File: config.mk
export PLATFORM = sky130hd
export DESIGN_NAME = sd_emmc_init_and_sector_read_sequencer
export DESIGN_NICKNAME = d
export VERILOG_FILES = /design/src/rtl/sdinit_pkg.sv /design/src/rtl/sdinit_seq.sv /design/src/rtl/sdinit_outq.sv /design/src/rtl/sd_emmc_init_and_sector_read_sequencer.sv
export SDC_FILE = /design/constraint.sdc
export NUM_CORES = 2
export LEC_CHECK = 0
export ABC_CLOCK_PERIOD_IN_PS = 6800
export BUFFER_PORTS_ARGS = -buffer_cell sky130_fd_sc_hd__buf_2
export CAP_MARGIN = 20
export CORE_UTILIZATION = 50
export DETAILED_ROUTE_END_ITERATION = 8
export PLACE_DENSITY = 0.74
export SLEW_MARGIN = 10
export SYNTH_ARGS = -nofsm -noshare
export SYNTH_HDL_FRONTEND = slang
export SYNTH_SLANG_ARGS = --single-unit
File: constraint.sdc
create_clock -name aclk -period 6.8 [get_ports aclk]
set_input_delay 0.34 -clock aclk [delete_from_list [all_inputs] [get_ports aclk]]
set_output_delay 0.34 -clock aclk [all_outputs]
set_load 0.03 [all_outputs]
File: src/rtl/sdinit_pkg.sv
package sdinit_pkg;

    localparam int S_TDATA_W = 72;
    localparam int S_TUSER_W = 2;
    localparam int M_TDATA_W = 184;
    localparam int M_TUSER_W = 3;
    localparam int CFG_IDX_W = 2;
    localparam int CFG_DATA_W = 32;

    localparam logic [CFG_IDX_W-1:0] CFG_EMMC_MODE    = 2'd0;
    localparam logic [CFG_IDX_W-1:0] CFG_FIRST_SECTOR = 2'd1;
    localparam logic [CFG_IDX_W-1:0] CFG_SECTOR_TOTAL = 2'd2;
    localparam logic [CFG_IDX_W-1:0] CFG_READY_TRIES  = 2'd3;

    // controller command flag bits
    localparam logic [15:0] F_RESP = 16'h0040;
    localparam logic [15:0] F_LONG = 16'h0080;
    localparam logic [15:0] F_CRC  = 16'h0100;
    localparam logic [15:0] F_DATA = 16'h0200;
    localparam logic [15:0] F_WAIT = 16'h2000;
    localparam logic [15:0] F_INIT = 16'h8000;

    localparam logic [5:0] CMD_GO_IDLE    = 6'd0;
    localparam logic [5:0] CMD_SEND_OP    = 6'd1;
    localparam logic [5:0] CMD_ALL_CID    = 6'd2;
    localparam logic [5:0] CMD_SET_RCA    = 6'd3;
    localparam logic [5:0] CMD_SWITCH     = 6'd6;
    localparam logic [5:0] CMD_SELECT     = 6'd7;
    localparam logic [5:0] CMD_IF_COND    = 6'd8;
    localparam logic [5:0] CMD_READ_BLOCK = 6'd17;
    localparam logic [5:0] CMD_SD_OP_COND = 6'd41;
    localparam logic [5:0] CMD_APP        = 6'd55;

    localparam logic [31:0] ARG_IF_COND   = 32'h0000_01AA;
    localparam logic [31:0] ARG_SD_OCR    = 32'h0030_0000;
    localparam logic [31:0] ARG_EMMC_OCR  = 32'h40FF_8080;
    localparam logic [31:0] ARG_EMMC_BUS8 = 32'h03B7_0200;
    localparam logic [31:0] ARG_EMMC_RCA  = 32'h0001_0000;
    localparam logic [31:0] ARG_SD_BUS4   = 32'h0000_0002;

    localparam logic [7:0] DIV_SLOW = 8'd150;
    localparam logic [7:0] DIV_FAST = 8'd1;
    localparam logic [7:0] DIV_OFF  = 8'd0;

    localparam logic [1:0] BUS_4BIT = 2'd1;
    localparam logic [1:0] BUS_8BIT = 2'd2;

    localparam logic [15:0] EMMC_RCA = 16'd1;

    typedef enum logic [1:0] {
        ACT_START = 2'd0,
        ACT_DONE  = 2'd1,
        ACT_WORD  = 2'd2,
        ACT_TMO   = 2'd3
    } action_t;

    typedef enum logic [2:0] {
        OP_CMD   = 3'd0,
        OP_CLOCK = 3'd1,
        OP_WIDTH = 3'd2,
        OP_STORE = 3'd3,
        OP_DONE  = 3'd4
    } op_t;

    typedef enum logic [2:0] {
        ST_OK      = 3'd0,
        ST_SLOWCLK = 3'd1,
        ST_CID     = 3'd2,
        ST_ADDR    = 3'd3,
        ST_SELECT  = 3'd4,
        ST_WIDTH   = 3'd5,
        ST_READCMD = 3'd6,
        ST_FIFOTMO = 3'd7
    } status_t;

    typedef enum logic [3:0] {
        PH_IDLE     = 4'd0,
        PH_SLOW_OFF = 4'd1,
        PH_SLOW_ON  = 4'd2,
        PH_CMD0     = 4'd3,
        PH_CMD2     = 4'd4,
        PH_CMD3     = 4'd5,
        PH_FAST_OFF = 4'd6,
        PH_FAST_ON  = 4'd7,
        PH_CMD7     = 4'd8,
        PH_POLL     = 4'd9,
        PH_APP      = 4'd10,
        PH_OCR      = 4'd11,
        PH_APPW     = 4'd12,
        PH_WIDTH    = 4'd13,
        PH_READ     = 4'd14,
        PH_DATA     = 4'd15
    } phase_t;

    typedef struct packed {
        action_t     action;
        logic        failed;
        logic [31:0] response;
        logic [31:0] fifo_word;
    } in_item_t;

    typedef struct packed {
        logic        emmc_mode;
        logic [31:0] first_sector;
        logic [31:0] sector_total;
        logic [6:0]  ready_tries;
    } cfg_t;

    typedef struct packed {
        op_t         op;
        logic [5:0]  cmd_index;
        logic [31:0] cmd_arg;
        logic [15:0] cmd_flags;
        logic        clock_on;
        logic [7:0]  clock_divider;
        logic [1:0]  width_code;
        logic [31:0] word_index;
        logic [31:0] word_value;
        status_t     status;
        logic [31:0] sectors_done;
        logic [15:0] card_rca;
    } res_t;

    typedef struct packed {
        logic [1:0] count;
        res_t       first;
        res_t       second;
    } step_t;

endpackage

File: src/rtl/sdinit_seq.sv
module sdinit_seq #(
    parameter int WORDS_PER_SECTOR = 128
) (
    input  logic               aclk,
    input  logic               aresetn,
    input  logic               fire,
    input  sdinit_pkg::in_item_t item,
    input  sdinit_pkg::cfg_t   cfg,
    output sdinit_pkg::step_t  step
);
    import sdinit_pkg::*;

    localparam int WCW = (WORDS_PER_SECTOR > 1) ? $clog2(WORDS_PER_SECTOR) : 1;
    localparam logic [WCW:0] WPS_LIM = (WCW + 1)'(WORDS_PER_SECTOR);

    phase_t           phase_reg, phase_next;
    logic             emmc_path_reg, emmc_path_next;
    logic             high_cap_reg, high_cap_next;
    logic [6:0]       poll_count_reg, poll_count_next;
    logic [15:0]      card_addr_reg, card_addr_next;
    logic [31:0]      sector_idx_reg, sector_idx_next;
    logic [WCW-1:0]   word_count_reg, word_count_next;
    logic [31:0]      word_ptr_reg, word_ptr_next;

    function automatic res_t mk_cmd(logic [5:0] idx, logic [31:0] arg, logic [15:0] flags);
        res_t r;
        r           = '0;
        r.op        = OP_CMD;
        r.cmd_index = idx;
        r.cmd_arg   = arg;
        r.cmd_flags = flags;
        return r;
    endfunction

    function automatic res_t mk_clk(logic on, logic [7:0] div);
        res_t r;
        r               = '0;
        r.op            = OP_CLOCK;
        r.clock_on      = on;
        r.clock_divider = div;
        return r;
    endfunction

    function automatic res_t mk_width(logic [1:0] w);
        res_t r;
        r            = '0;
        r.op         = OP_WIDTH;
        r.width_code = w;
        return r;
    endfunction

    function automatic res_t mk_fin(status_t st, logic [31:0] done, logic [15:0] rca);
        res_t r;
        r              = '0;
        r.op           = OP_DONE;
        r.status       = st;
        r.sectors_done = done;
        r.card_rca     = rca;
        return r;
    endfunction

    always_ff @(posedge aclk) begin
        if (!aresetn) begin
            phase_reg      <= PH_IDLE;
            emmc_path_reg  <= 1'b0;
            high_cap_reg   <= 1'b0;
            poll_count_reg <= '0;
            card_addr_reg  <= '0;
            sector_idx_reg <= '0;
            word_count_reg <= '0;
            word_ptr_reg   <= '0;
        end else if (fire) begin
            phase_reg      <= phase_next;
            emmc_path_reg  <= emmc_path_next;
            high_cap_reg   <= high_cap_next;
            poll_count_reg <= poll_count_next;
            card_addr_reg  <= card_addr_next;
            sector_idx_reg <= sector_idx_next;
            word_count_reg <= word_count_next;
            word_ptr_reg   <= word_ptr_next;
        end
    end

    always_comb begin
        logic [31:0] rca_arg;
        logic [6:0]  poll_inc;
        logic [WCW:0] wc_inc;
        logic [31:0] sidx;
        logic        do_read;
        logic        do_poll;

        rca_arg  = {card_addr_reg, 16'h0000};
        poll_inc = poll_count_reg + 7'd1;
        wc_inc   = {1'b0, word_count_reg} + (WCW + 1)'(1);
        sidx     = sector_idx_reg;
        do_read  = 1'b0;
        do_poll  = 1'b0;

        phase_next      = phase_reg;
        emmc_path_next  = emmc_path_reg;
        high_cap_next   = high_cap_reg;
        poll_count_next = poll_count_reg;
        card_addr_next  = card_addr_reg;
        sector_idx_next = sector_idx_reg;
        word_count_next = word_count_reg;
        word_ptr_next   = word_ptr_reg;
        step            = '0;

        if (item.action == ACT_START) begin
            high_cap_next   = 1'b0;
            poll_count_next = '0;
            card_addr_next  = '0;
            sector_idx_next = '0;
            word_count_next = '0;
            word_ptr_next   = '0;
            phase_next      = PH_SLOW_OFF;
            emmc_path_next  = cfg.emmc_mode;
            step.count      = 2'd1;
            step.first      = mk_clk(1'b0, DIV_OFF);
        end else if (phase_reg == PH_IDLE) begin
            step.count = 2'd0;
        end else if (item.action == ACT_DONE) begin
            step.count = 2'd1;
            case (phase_reg)
                PH_SLOW_OFF: begin
                    if (item.failed) begin
                        step.first = mk_fin(ST_SLOWCLK, sector_idx_reg, card_addr_reg);
                        phase_next = PH_IDLE;
                        emmc_path_next = 1'b0;
                    end else begin
                        phase_next = PH_SLOW_ON;
                        step.first = mk_clk(1'b1, DIV_SLOW);
                    end
                end
                PH_SLOW_ON: begin
                    if (item.failed) begin
                        step.first = mk_fin(ST_SLOWCLK, sector_idx_reg, card_addr_reg);
                        phase_next = PH_IDLE;
                        emmc_path_next = 1'b0;
                    end else begin
                        phase_next = PH_CMD0;
                        step.first = mk_cmd(CMD_GO_IDLE, 32'h0, F_INIT);
                    end
                end
                PH_CMD0: begin
                    poll_count_next = '0;
                    phase_next      = PH_POLL;
                    if (emmc_path_reg) begin
                        step.first = mk_cmd(CMD_SEND_OP, ARG_EMMC_OCR, F_RESP);
                    end else begin
                        step.first = mk_cmd(CMD_IF_COND, ARG_IF_COND, F_RESP | F_CRC);
                    end
                end
                PH_POLL: begin
                    if (emmc_path_reg) begin
                        do_poll = 1'b1;
                    end else begin
                        // CMD8 answered: card speaks the high-capacity protocol
                        high_cap_next   = ~item.failed;
                        poll_count_next = '0;
                        phase_next      = PH_APP;
                        step.first      = mk_cmd(CMD_APP, 32'h0, F_RESP | F_CRC);
                    end
                end
                PH_APP: begin
                    phase_next = PH_OCR;
                    step.first = mk_cmd(CMD_SD_OP_COND,
                                        ARG_SD_OCR | {1'b0, high_cap_reg, 30'h0}, F_RESP);
                end
                PH_OCR: begin
                    do_poll = 1'b1;
                end
                PH_CMD2: begin
                    if (item.failed) begin
                        step.first = mk_fin(ST_CID, sector_idx_reg, card_addr_reg);
                        phase_next = PH_IDLE;
                        emmc_path_next = 1'b0;
                    end else begin
                        phase_next = PH_CMD3;
                        step.first = mk_cmd(CMD_SET_RCA, emmc_path_reg ? ARG_EMMC_RCA : 32'h0,
                                            F_RESP | F_CRC);
                    end
                end
                PH_CMD3: begin
                    if (item.failed) begin
                        step.first = mk_fin(ST_ADDR, sector_idx_reg, card_addr_reg);
                        phase_next = PH_IDLE;
                        emmc_path_next = 1'b0;
                    end else begin
                        card_addr_next = emmc_path_reg ? EMMC_RCA : item.response[31:16];
                        phase_next     = PH_FAST_OFF;
                        step.first     = mk_clk(1'b0, DIV_OFF);
                    end
                end
                PH_FAST_OFF: begin
                    // skip the on update when the off update failed
                    if (!item.failed) begin
                        phase_next = PH_FAST_ON;
                        step.first = mk_clk(1'b1, DIV_FAST);
                    end else begin
                        phase_next = PH_CMD7;
                        step.first = mk_cmd(CMD_SELECT, rca_arg, F_RESP | F_CRC);
                    end
                end
                PH_FAST_ON: begin
                    phase_next = PH_CMD7;
                    step.first = mk_cmd(CMD_SELECT, rca_arg, F_RESP | F_CRC);
                end
                PH_CMD7: begin
                    if (item.failed) begin
                        step.first = mk_fin(ST_SELECT, sector_idx_reg, card_addr_reg);
                        phase_next = PH_IDLE;
                        emmc_path_next = 1'b0;
                    end else if (emmc_path_reg) begin
                        phase_next = PH_WIDTH;
                        step.first = mk_cmd(CMD_SWITCH, ARG_EMMC_BUS8, F_RESP | F_CRC);
                    end else begin
                        phase_next = PH_APPW;
                        step.first = mk_cmd(CMD_APP, rca_arg, F_RESP | F_CRC);
                    end
                end
                PH_APPW: begin
                    phase_next = PH_WIDTH;
                    step.first = mk_cmd(CMD_SWITCH, ARG_SD_BUS4, F_RESP | F_CRC);
                end
                PH_WIDTH: begin
                    if (emmc_path_reg && item.failed) begin
                        step.first = mk_fin(ST_WIDTH, sector_idx_reg, card_addr_reg);
                        phase_next = PH_IDLE;
                        emmc_path_next = 1'b0;
                    end else begin
                        step.first    = mk_width(emmc_path_reg ? BUS_8BIT : BUS_4BIT);
                        sidx          = '0;
                        word_ptr_next = '0;
                        do_read       = 1'b1;
                    end
                end
                PH_READ: begin
                    if (item.failed) begin
                        step.first = mk_fin(ST_READCMD, sector_idx_reg, card_addr_reg);
                        phase_next = PH_IDLE;
                    end else begin
                        phase_next = PH_DATA;
                        step.count = 2'd0;
                    end
                end
                default: begin
                    step.count = 2'd0;
                end
            endcase
        end else if (phase_reg != PH_DATA) begin
            step.count = 2'd0;
        end else if (item.action == ACT_TMO) begin
            step.count = 2'd1;
            step.first = mk_fin(ST_FIFOTMO, sector_idx_reg, card_addr_reg);
            phase_next = PH_IDLE;
        end else begin
            step.count            = 2'd1;
            step.first            = '0;
            step.first.op         = OP_STORE;
            step.first.word_index = word_ptr_reg;
            step.first.word_value = item.fifo_word;
            word_ptr_next         = word_ptr_reg + 32'd1;
            if (wc_inc >= WPS_LIM) begin
                sidx    = sector_idx_reg + 32'd1;
                do_read = 1'b1;
            end else begin
                word_count_next = wc_inc[WCW-1:0];
            end
        end

        // operating-condition poll: stop on the ready bit or when tries run out
        if (do_poll) begin
            poll_count_next = poll_inc;
            if (item.response[31] || (poll_inc >= cfg.ready_tries)) begin
                phase_next = PH_CMD2;
                step.first = mk_cmd(CMD_ALL_CID, 32'h0, F_RESP | F_LONG | F_CRC);
            end else if (emmc_path_reg) begin
                phase_next = PH_POLL;
                step.first = mk_cmd(CMD_SEND_OP, ARG_EMMC_OCR, F_RESP);
            end else begin
                phase_next = PH_APP;
                step.first = mk_cmd(CMD_APP, 32'h0, F_RESP | F_CRC);
            end
        end

        // issue the next sector read, or finish once all are done
        if (do_read) begin
            sector_idx_next = sidx;
            step.count      = 2'd2;
            emmc_path_next  = 1'b0;
            if (sidx >= cfg.sector_total) begin
                step.second = mk_fin(ST_OK, sidx, card_addr_reg);
                phase_next  = PH_IDLE;
            end else begin
                word_count_next = '0;
                phase_next      = PH_READ;
                step.second     = mk_cmd(CMD_READ_BLOCK, cfg.first_sector + sidx,
                                         F_RESP | F_CRC | F_DATA | F_WAIT);
            end
        end
    end

endmodule

File: src/rtl/sdinit_outq.sv
module sdinit_outq (
    input  logic              aclk,
    input  logic              aresetn,
    input  logic [1:0]        push_cnt,
    input  sdinit_pkg::res_t  push_a,
    input  sdinit_pkg::res_t  push_b,
    output logic              room,
    output logic              m_valid,
    input  logic              m_ready,
    output sdinit_pkg::res_t  m_res
);
    import sdinit_pkg::*;

    localparam int DEPTH = 4;
    localparam int AW = $clog2(DEPTH);

    res_t          mem [DEPTH];
    logic [AW-1:0] head_reg, head_next;
    logic [AW-1:0] tail_reg, tail_next;
    logic [AW:0]   count_reg, count_next;
    logic          pop;

    assign pop     = m_valid && m_ready;
    assign m_valid = (count_reg != '0);
    assign m_res   = mem[head_reg];
    // keep space for the two words one item may produce
    assign room    = (count_reg <= (AW + 1)'(DEPTH - 2));

    always_comb begin
        head_next  = head_reg + (pop ? AW'(1) : AW'(0));
        tail_next  = tail_reg + AW'(push_cnt);
        count_next = count_reg + (AW + 1)'(push_cnt) - (pop ? (AW + 1)'(1) : (AW + 1)'(0));
    end

    always_ff @(posedge aclk) begin
        if (!aresetn) begin
            head_reg  <= '0;
            tail_reg  <= '0;
            count_reg <= '0;
        end else begin
            head_reg  <= head_next;
            tail_reg  <= tail_next;
            count_reg <= count_next;
        end
    end

    always_ff @(posedge aclk) begin
        if (push_cnt != 2'd0) begin
            mem[tail_reg] <= push_a;
        end
        if (push_cnt == 2'd2) begin
            mem[tail_reg + AW'(1)] <= push_b;
        end
    end

endmodule

File: src/rtl/sd_emmc_init_and_sector_read_sequencer.sv
// Channel   Handshake                     Payload
// s_axis    s_axis_tvalid/s_axis_tready    tuser: action; tdata: failed, response, fifo_word
// m_axis    m_axis_tvalid/m_axis_tready    tuser: op; tdata: command, clock, width, word, status
// cfg       cfg_wvalid/cfg_wready          cfg_windex, cfg_wdata (always ready)
//
// One input word per cycle while the result queue has room: a register stage takes it, the
// sequencer decides combinationally and pushes zero, one or two result words into a four-entry
// result queue. The input word is registered first; its first result word is then written into
// the result queue, and m_axis presents it from the queue head.
// Input is held back while the queue has fewer than two free entries, so items that give
// two results (width set plus first read, last word of a sector plus next read) run at the
// output rate of one word per cycle while m_axis_tready is high.
// Synchronous active-low reset returns the sequencer to idle and loads register defaults.
module sd_emmc_init_and_sector_read_sequencer #(
    parameter int WORDS_PER_SECTOR = 128
) (
    input  logic                               aclk,
    input  logic                               aresetn,
    input  logic                               s_axis_tvalid,
    output logic                               s_axis_tready,
    // failed [0], response [32:1], fifo_word [64:33], zero pad [71:65]
    input  logic [sdinit_pkg::S_TDATA_W-1:0]   s_axis_tdata,
    // action [1:0]
    input  logic [sdinit_pkg::S_TUSER_W-1:0]   s_axis_tuser,
    output logic                               m_axis_tvalid,
    input  logic                               m_axis_tready,
    // cmd_index [5:0], cmd_arg [37:6], cmd_flags [53:38], clock_on [54],
    // clock_divider [62:55], width_code [64:63], word_index [96:65], word_value [128:97],
    // status [131:129], sectors_done [163:132], card_rca [179:164], zero pad [183:180]
    output logic [sdinit_pkg::M_TDATA_W-1:0]   m_axis_tdata,
    // op [2:0]
    output logic [sdinit_pkg::M_TUSER_W-1:0]   m_axis_tuser,
    input  logic                               cfg_wvalid,
    output logic                               cfg_wready,
    input  logic [sdinit_pkg::CFG_IDX_W-1:0]   cfg_windex,
    input  logic [sdinit_pkg::CFG_DATA_W-1:0]  cfg_wdata
);
    import sdinit_pkg::*;

    cfg_t     cfg_reg;
    logic     in_valid_reg;
    in_item_t in_item_reg;
    logic     q_room;
    logic     fire;
    step_t    step;
    res_t     out_res;

    assign cfg_wready    = 1'b1;
    assign fire          = in_valid_reg && q_room;
    assign s_axis_tready = !in_valid_reg || q_room;

    always_ff @(posedge aclk) begin
        if (!aresetn) begin
            cfg_reg.emmc_mode    <= 1'b0;
            cfg_reg.first_sector <= 32'd0;
            cfg_reg.sector_total <= 32'd1;
            cfg_reg.ready_tries  <= 7'd100;
        end else if (cfg_wvalid && cfg_wready) begin
            case (cfg_windex)
                CFG_EMMC_MODE:    cfg_reg.emmc_mode    <= cfg_wdata[0];
                CFG_FIRST_SECTOR: cfg_reg.first_sector <= cfg_wdata;
                CFG_SECTOR_TOTAL: cfg_reg.sector_total <= cfg_wdata;
                CFG_READY_TRIES:  cfg_reg.ready_tries  <= cfg_wdata[6:0];
                default: begin
                end
            endcase
        end
    end

    always_ff @(posedge aclk) begin
        if (!aresetn) begin
            in_valid_reg <= 1'b0;
        end else if (s_axis_tready) begin
            in_valid_reg <= s_axis_tvalid;
        end
    end

    always_ff @(posedge aclk) begin
        if (s_axis_tvalid && s_axis_tready) begin
            in_item_reg.action    <= action_t'(s_axis_tuser);
            in_item_reg.failed    <= s_axis_tdata[0];
            in_item_reg.response  <= s_axis_tdata[32:1];
            in_item_reg.fifo_word <= s_axis_tdata[64:33];
        end
    end

    sdinit_seq #(
        .WORDS_PER_SECTOR (WORDS_PER_SECTOR)
    ) u_seq (
        .aclk    (aclk),
        .aresetn (aresetn),
        .fire    (fire),
        .item    (in_item_reg),
        .cfg     (cfg_reg),
        .step    (step)
    );

    sdinit_outq u_outq (
        .aclk     (aclk),
        .aresetn  (aresetn),
        .push_cnt (fire ? step.count : 2'd0),
        .push_a   (step.first),
        .push_b   (step.second),
        .room     (q_room),
        .m_valid  (m_axis_tvalid),
        .m_ready  (m_axis_tready),
        .m_res    (out_res)
    );

    assign m_axis_tuser = out_res.op;
    assign m_axis_tdata = {4'b0000, out_res.card_rca, out_res.sectors_done, out_res.status,
                           out_res.word_value, out_res.word_index, out_res.width_code,
                           out_res.clock_divider, out_res.clock_on, out_res.cmd_flags,
                           out_res.cmd_arg, out_res.cmd_index};

`ifndef SYNTH
    a_result_shows: assert property (@(posedge aclk) disable iff (!aresetn)
        fire && (step.count != 2'd0) |=> m_axis_tvalid)
        else $error("result word pushed but output not valid");

    a_start_clock: assert property (@(posedge aclk) disable iff (!aresetn)
        fire && (in_item_reg.action == ACT_START) |-> (step.count == 2'd1)
            && (step.first.op == OP_CLOCK) && !step.first.clock_on)
        else $error("start did not issue a clock-off update");

    a_pair_kind: assert property (@(posedge aclk) disable iff (!aresetn)
        fire && (step.count == 2'd2) |-> (step.first.op == OP_WIDTH)
            || (step.first.op == OP_STORE))
        else $error("two results from an item that is neither width set nor store");
`endif

endmodule
**Word-level counts from Yosys, hierarchy flattened**

Memory sizes are Yosys's and may differ from the RTL's. A register that Yosys moved wholly into a read port is not among the register bits.
Cells that the tools add are included.

- Memory bits (writable): 732
- Memories: 1
- Bits in registers: 247
- Logic and storage cells: 228

Memory list:

| name | words | bits a word | read ports | clocked after Yosys merged registers in | write ports | RTL line | source |
|---|---|---|---|---|---|---|---|
| u_outq.mem | 4 | 183 | 1 | 1 | 2 | sdinit_outq.sv:17 | `res_t mem [DEPTH];` |

- Bitwise logic cells: 1
- Equal/unequal tests: 38
- Add/subtract/negate cells: 10
- Mux-type cells: 120
- Reduce and logical (&&, ||, !) cells: 34
- Order comparisons: 4

Operators by type and width:

| cell | number |
|---|---|
| 183-bit 2-to-1 mux | 14 |
| 183-bit one-hot mux with 13 select lines | 1 |
| 32-bit 2-to-1 mux | 17 |
| 180-bit 2-to-1 mux | 3 |
| 185-bit 2-to-1 mux | 2 |
| 181-bit 2-to-1 mux | 1 |
| 178-bit 2-to-1 mux | 1 |
| 16-bit 2-to-1 mux | 6 |
| 7-bit 2-to-1 mux | 13 |
| 32-bit by 1-bit adder with 32-bit output (second input constant) | 2 |
| 4-bit 2-to-1 mux | 14 |
| 4-bit one-hot mux with 13 select lines | 1 |
| 32-bit adder | 1 |
| 32-bit >= comparator | 1 |
| 1-bit 2-to-1 mux | 31 |
| 4-bit equality test (second input constant) | 7 |
| 2-bit 2-to-1 mux | 9 |
| 17-bit 2-to-1 mux | 1 |
| 17-bit by 16-bit != test with 1-bit output (second input constant) | 1 |
| 4-bit by 3-bit equality test with 1-bit output (second input constant) | 4 |
| 5-bit AND reduction | 3 |
| 7-bit one-hot mux with 2 select lines | 1 |
| 13-bit OR reduction | 1 |
| 3-bit by 2-bit != test with 1-bit output (second input constant) | 4 |
| 38 further kinds | 68 |

**Depth between registers and ports, before layout**

- Depth after elaboration: 13
- Gate-level depth with buffers: 20

**Cells and area by module**

From an unflattened synthesis, not the netlist that was laid out.

- Cell total of the unflattened synthesis: 3758
- Area, all modules: 51574.5 µm²

Modules (own cells, without submodules):

| module | cells each | sequential area each (µm²) | instances | area each (µm²) |
|---|---|---|---|---|
| sdinit_outq | 1815 | 22121.2 | 1 | 35600.4 |
| sdinit_seq | 1582 | 2001.9 | 1 | 11048.1 |
| sd_emmc_init_and_sector_read_sequencer | 361 | 3473.3 | 1 | 4926.0 |

**Worst setup path after synthesis**

No wires, ideal clock.

- Path kind: register to register
- Start point: reg in_item_reg[65] in the netlist's numbering
- End point: mem u_outq.mem[3][10] in the netlist's numbering (data pin)
- Path buffers: 5
- Data required time: 6.545 ns
- Cell stages (with the launch flop): 21
- Arrival time: 4.566 ns
- Setup slack: 1.979 ns
- Library setup time: 0.255 ns
- Cells stage by stage: edfxtp_1 > buf_2 > buf_6 > or4_1 > buf_4 > nor4_4 > and2_1 > nand2_2 > o31a_1 > inv_1 > ha_1 > nand2_1 > o21ai_0 > a2111oi_0 > o211ai_1 > o211ai_1 > nor2_2 > or2_1 > buf_2 > buf_2 > and2_1

RTL lines:

| item | RTL line | source |
|---|---|---|
| start, declared | sd_emmc_init_and_sector_read_sequencer.sv:42 | `in_item_t in_item_reg;` |
| end, declared | sdinit_outq.sv:17 |  |

==> results.md <==
* WHS Path Cells at 2
* Measured slew at the worst slew-check pin at 1.12 ns
* Pre-antenna DRT Iters at 9
* Worst skew pair latency at 0.68 ns
* Fin. max-slew vios at 0
* Die width at 288 um
* Synth Area in Compound Gates at 0.149
* Setup TNS at 0 ns
* Sequential share of power at 0.459
* DIE AREA at 83,100 um2
* First-pass GRT wire length at 181 mm
* Distinct cells, synth at 84
* CTS buffer count at 92
* Critical R2R Launch: u_seq.phase_reg[0]
* Met2 WL at 55.9 mm
* CP Capture Type: register
* Total GRT Usage at 0.282
* Synth top cells by count: 500 x dfxtp_1, 424 x o21ai_0, 395 x edfxtp_1
* H-tree depth at 3
* # clock sinks at 895
* Initial drt markers at 3,729
* Most common cell in the synthesized netlist: dfxtp_1
* Syn avg cell area at 10.6 um2
* Leak at 16.3 nW
* Syn-to-layout area delta at 14.4%
* Share of cells above drive strength 1 at 0.170
* Dominant synthesized flop cell: dfxtp_1
* Critical Path RT at 7.19 ns
* Final Hold Vio Count at 0
* Row count at 104
* XOR/XNOR share of the synthesized area at 0.0133
* CTS root buffer: clkbuf_16
* IO Count at 303
* Largest net degree at the start of global routing at 125
* Net Sw Power at 3.44 mW
* Max-cap viol count at 0
* Clock Path Buffers at 3
* Max frequency at 164 MHz
* Fin util at 0.580
* Top cell type's share of synthesized area at 0.290
* Postcts setup bufs at 0
* Failing checks: design-rule violations
* Min Tclk post-route at 6.10 ns
* Synth area leaders: edfxtp_1 29%, dfxtp_1 24%, mux4_2 9.1%, o21ai_0 5.2%, nand3_1 4.8%
* Setup Crit Path Kind: register to register
* Core area at 80,800 um2
* Fin Hold WS at 0.0762 ns
* Combinational share of power at 0.148
* CTS tree: built
* Antenna violations before repair at 5
* RSZ-0062 raised after global routing: false
* Simple-gate area share of the yosys netlist at 0.143
* Post-synthesis mux area share at 0.0932
* Post-DRT Antenna Nets at 0
* Pint at 9.10 mW
* Grt ovf at 0
* Clock power share at 0.392
* Arr. time, crit path at 6.49 ns
* R2r worst-path depth at 15
* Main combinational cell family by area after synthesis: compound AO/OA/AOI/OAI gates
* Cell count after synthesis at 3,868
* Hold EP: cfg_reg[7]
* Biggest area consumer among synthesized cells: edfxtp_1
* Cell area after synthesis at 41,000 um2
* Final setup fails at 0
* Worst-path clk slew at 0.06 ns
* Via Count at 32,400
* # DRC at 32
* Worst min-delay path class: input pin to register
* Status: finished, violations left
* Post-Synth Adder-Cell Area at 0.0251
* EDFF count, synth at 395
* Switching Share at 0.274
* Skew final at 0.0344 ns
* Sequential share of the synthesized area at 0.534
* Power Dens Cells at 268 nW/um2
* FILL cells at 6,645
* CP startpoint kind: register
* Port Buffers at 261
* Synth async-reset ratio at 0
* Final Wtd Congestion at 0.971
* Die H at 288 um
* Top Metal Used: met5
* Hold_sp: aresetn
* Vias in the first global route at 31,100
* Max FFs per register at 664
* Final WL at 119 mm
* Resized Gates After CTS at 0
* Wl on met1 at 46.9 mm
* Final Cycle Share at 0.898
* Relative slew slack at 0.255
* CP max FO at 34
* Post-DP HPWL at 74.4 mm
* Initial core utilization at 0.507
* DR WL/cell at 23.0 um
* Worst R2R Setup Slack at 0.70 ns
* Synth warn at 0
* Post-CTS Hold Buffers at 84
* Synth Register Bits at 895
* Met3 wire len at 11.7 mm
* Critical R2R Capture: u_outq.mem[3][170]
* Drt via density at 6.25
* Final nets at 4,250
* Max VDD drop at 0.000294 V
[worst max-delay path by stage]
stage	startpoint	to	cells past startpoint
2_1_floorplan	in_item_reg[65]	u_outq.mem[3][10]	20
3_5_place_dp	u_seq.word_count_reg[4]	u_outq.mem[1][158]	19
3_3_place_gp	u_seq.word_count_reg[3]	u_outq.mem[1][158]	19
5_1_grt	u_seq.phase_reg[0]	u_outq.mem[3][170]	15
6_report	u_seq.phase_reg[0]	u_outq.mem[3][170]	15
4_1_cts	u_seq.word_count_reg[3]	u_outq.mem[3][161]	18
[layout make-up]
class / count / area (um2) / area share
well taps: 1060 / 1330 / 0.0283
clock inverters: 35 / 375 / 0.00801
flip-flops and latches: 895 / 21900 / 0.467
diodes: 2 / 5.00 / 0.000107
multi-input cells: 2565 / 17500 / 0.374
inverters: 76 / 288 / 0.00614
clock buffers: 135 / 2600 / 0.0554
repair buffers: 426 / 2870 / 0.0612
[kinds of logic after synthesis]
family          after synthesis
flops                       895
xor+xnor                     62
fa+ha+maj                    81
compound gates             1010
other cells                   2
simple gates               1220
buf+inv                     424
mux                         174
[power by group through the flow]
stage	registers [mW]	logic (mW)	clock network, mW
2_1_floorplan	5.81	1.37	0
3_3_place_gp	5.87	1.82	0
3_5_place_dp	5.88	1.83	0
4_1_cts	5.76	1.87	4.97
5_1_grt	5.77	1.96	5.17
6_report	5.76	1.86	4.92
[worst max-delay path, cell delays in order, from the launching register on]
cell,delay [ns]
dfxtp_1,0.33
buf_4,0.25
or4_1,0.71
o21ai_1,0.62
or3_1,0.30
nand3_1,0.09
o21ai_1,0.39
ha_1,0.44
a2111oi_0,0.43
a2bb2oi_1,0.12
a21oi_1,0.61
o22ai_1,0.30
nor4_1,0.30
nor3_1,0.11
xnor2_1,0.64
o22ai_1,0.18
[metal layers]
| metal | vias to the layer above | track usage |
|---|---|---|
| met5 | - | 0 |
| met1 | 15700 | 0.376 |
| met2 | 1776 | 0.452 |
| met3 | 281 | 0.0504 |
| met4 | 4 | 0.120 |
| li1 | 14700 | - |
[cell usage in the layout, fill, tap and decap left out, drive strengths merged, types with 78 or more instances in the layout]
cell type | Yosys | layout
dlygate4sd3 | 0 | 84
a21oi | 190 | 190
nor2 | 182 | 182
nand2 | 382 | 382
mux4 | 166 | 166
nand3 | 395 | 395
and2 | 88 | 88
o22ai | 94 | 94
inv | 75 | 78
dfxtp | 500 | 500
o21ai | 448 | 448
a22o | 110 | 110
buf | 81 | 341
edfxtp | 395 | 395
clkbuf | 267 | 136
ha | 79 | 79
[per-stage QoR]
step,cells,worst slack (ns),total power [mW],cell area [um2]
5_1_grt,5193,0.330,12.9,46900
2_1_floorplan,3884,1.98,7.18,41000
6_report,5194,0.695,12.5,46900
3_3_place_gp,4934,1.04,7.69,43000
4_1_cts,5188,0.912,12.6,46800
3_5_place_dp,4934,0.912,7.70,43000
No activity file was read; power rests on OpenSTA's default activity.
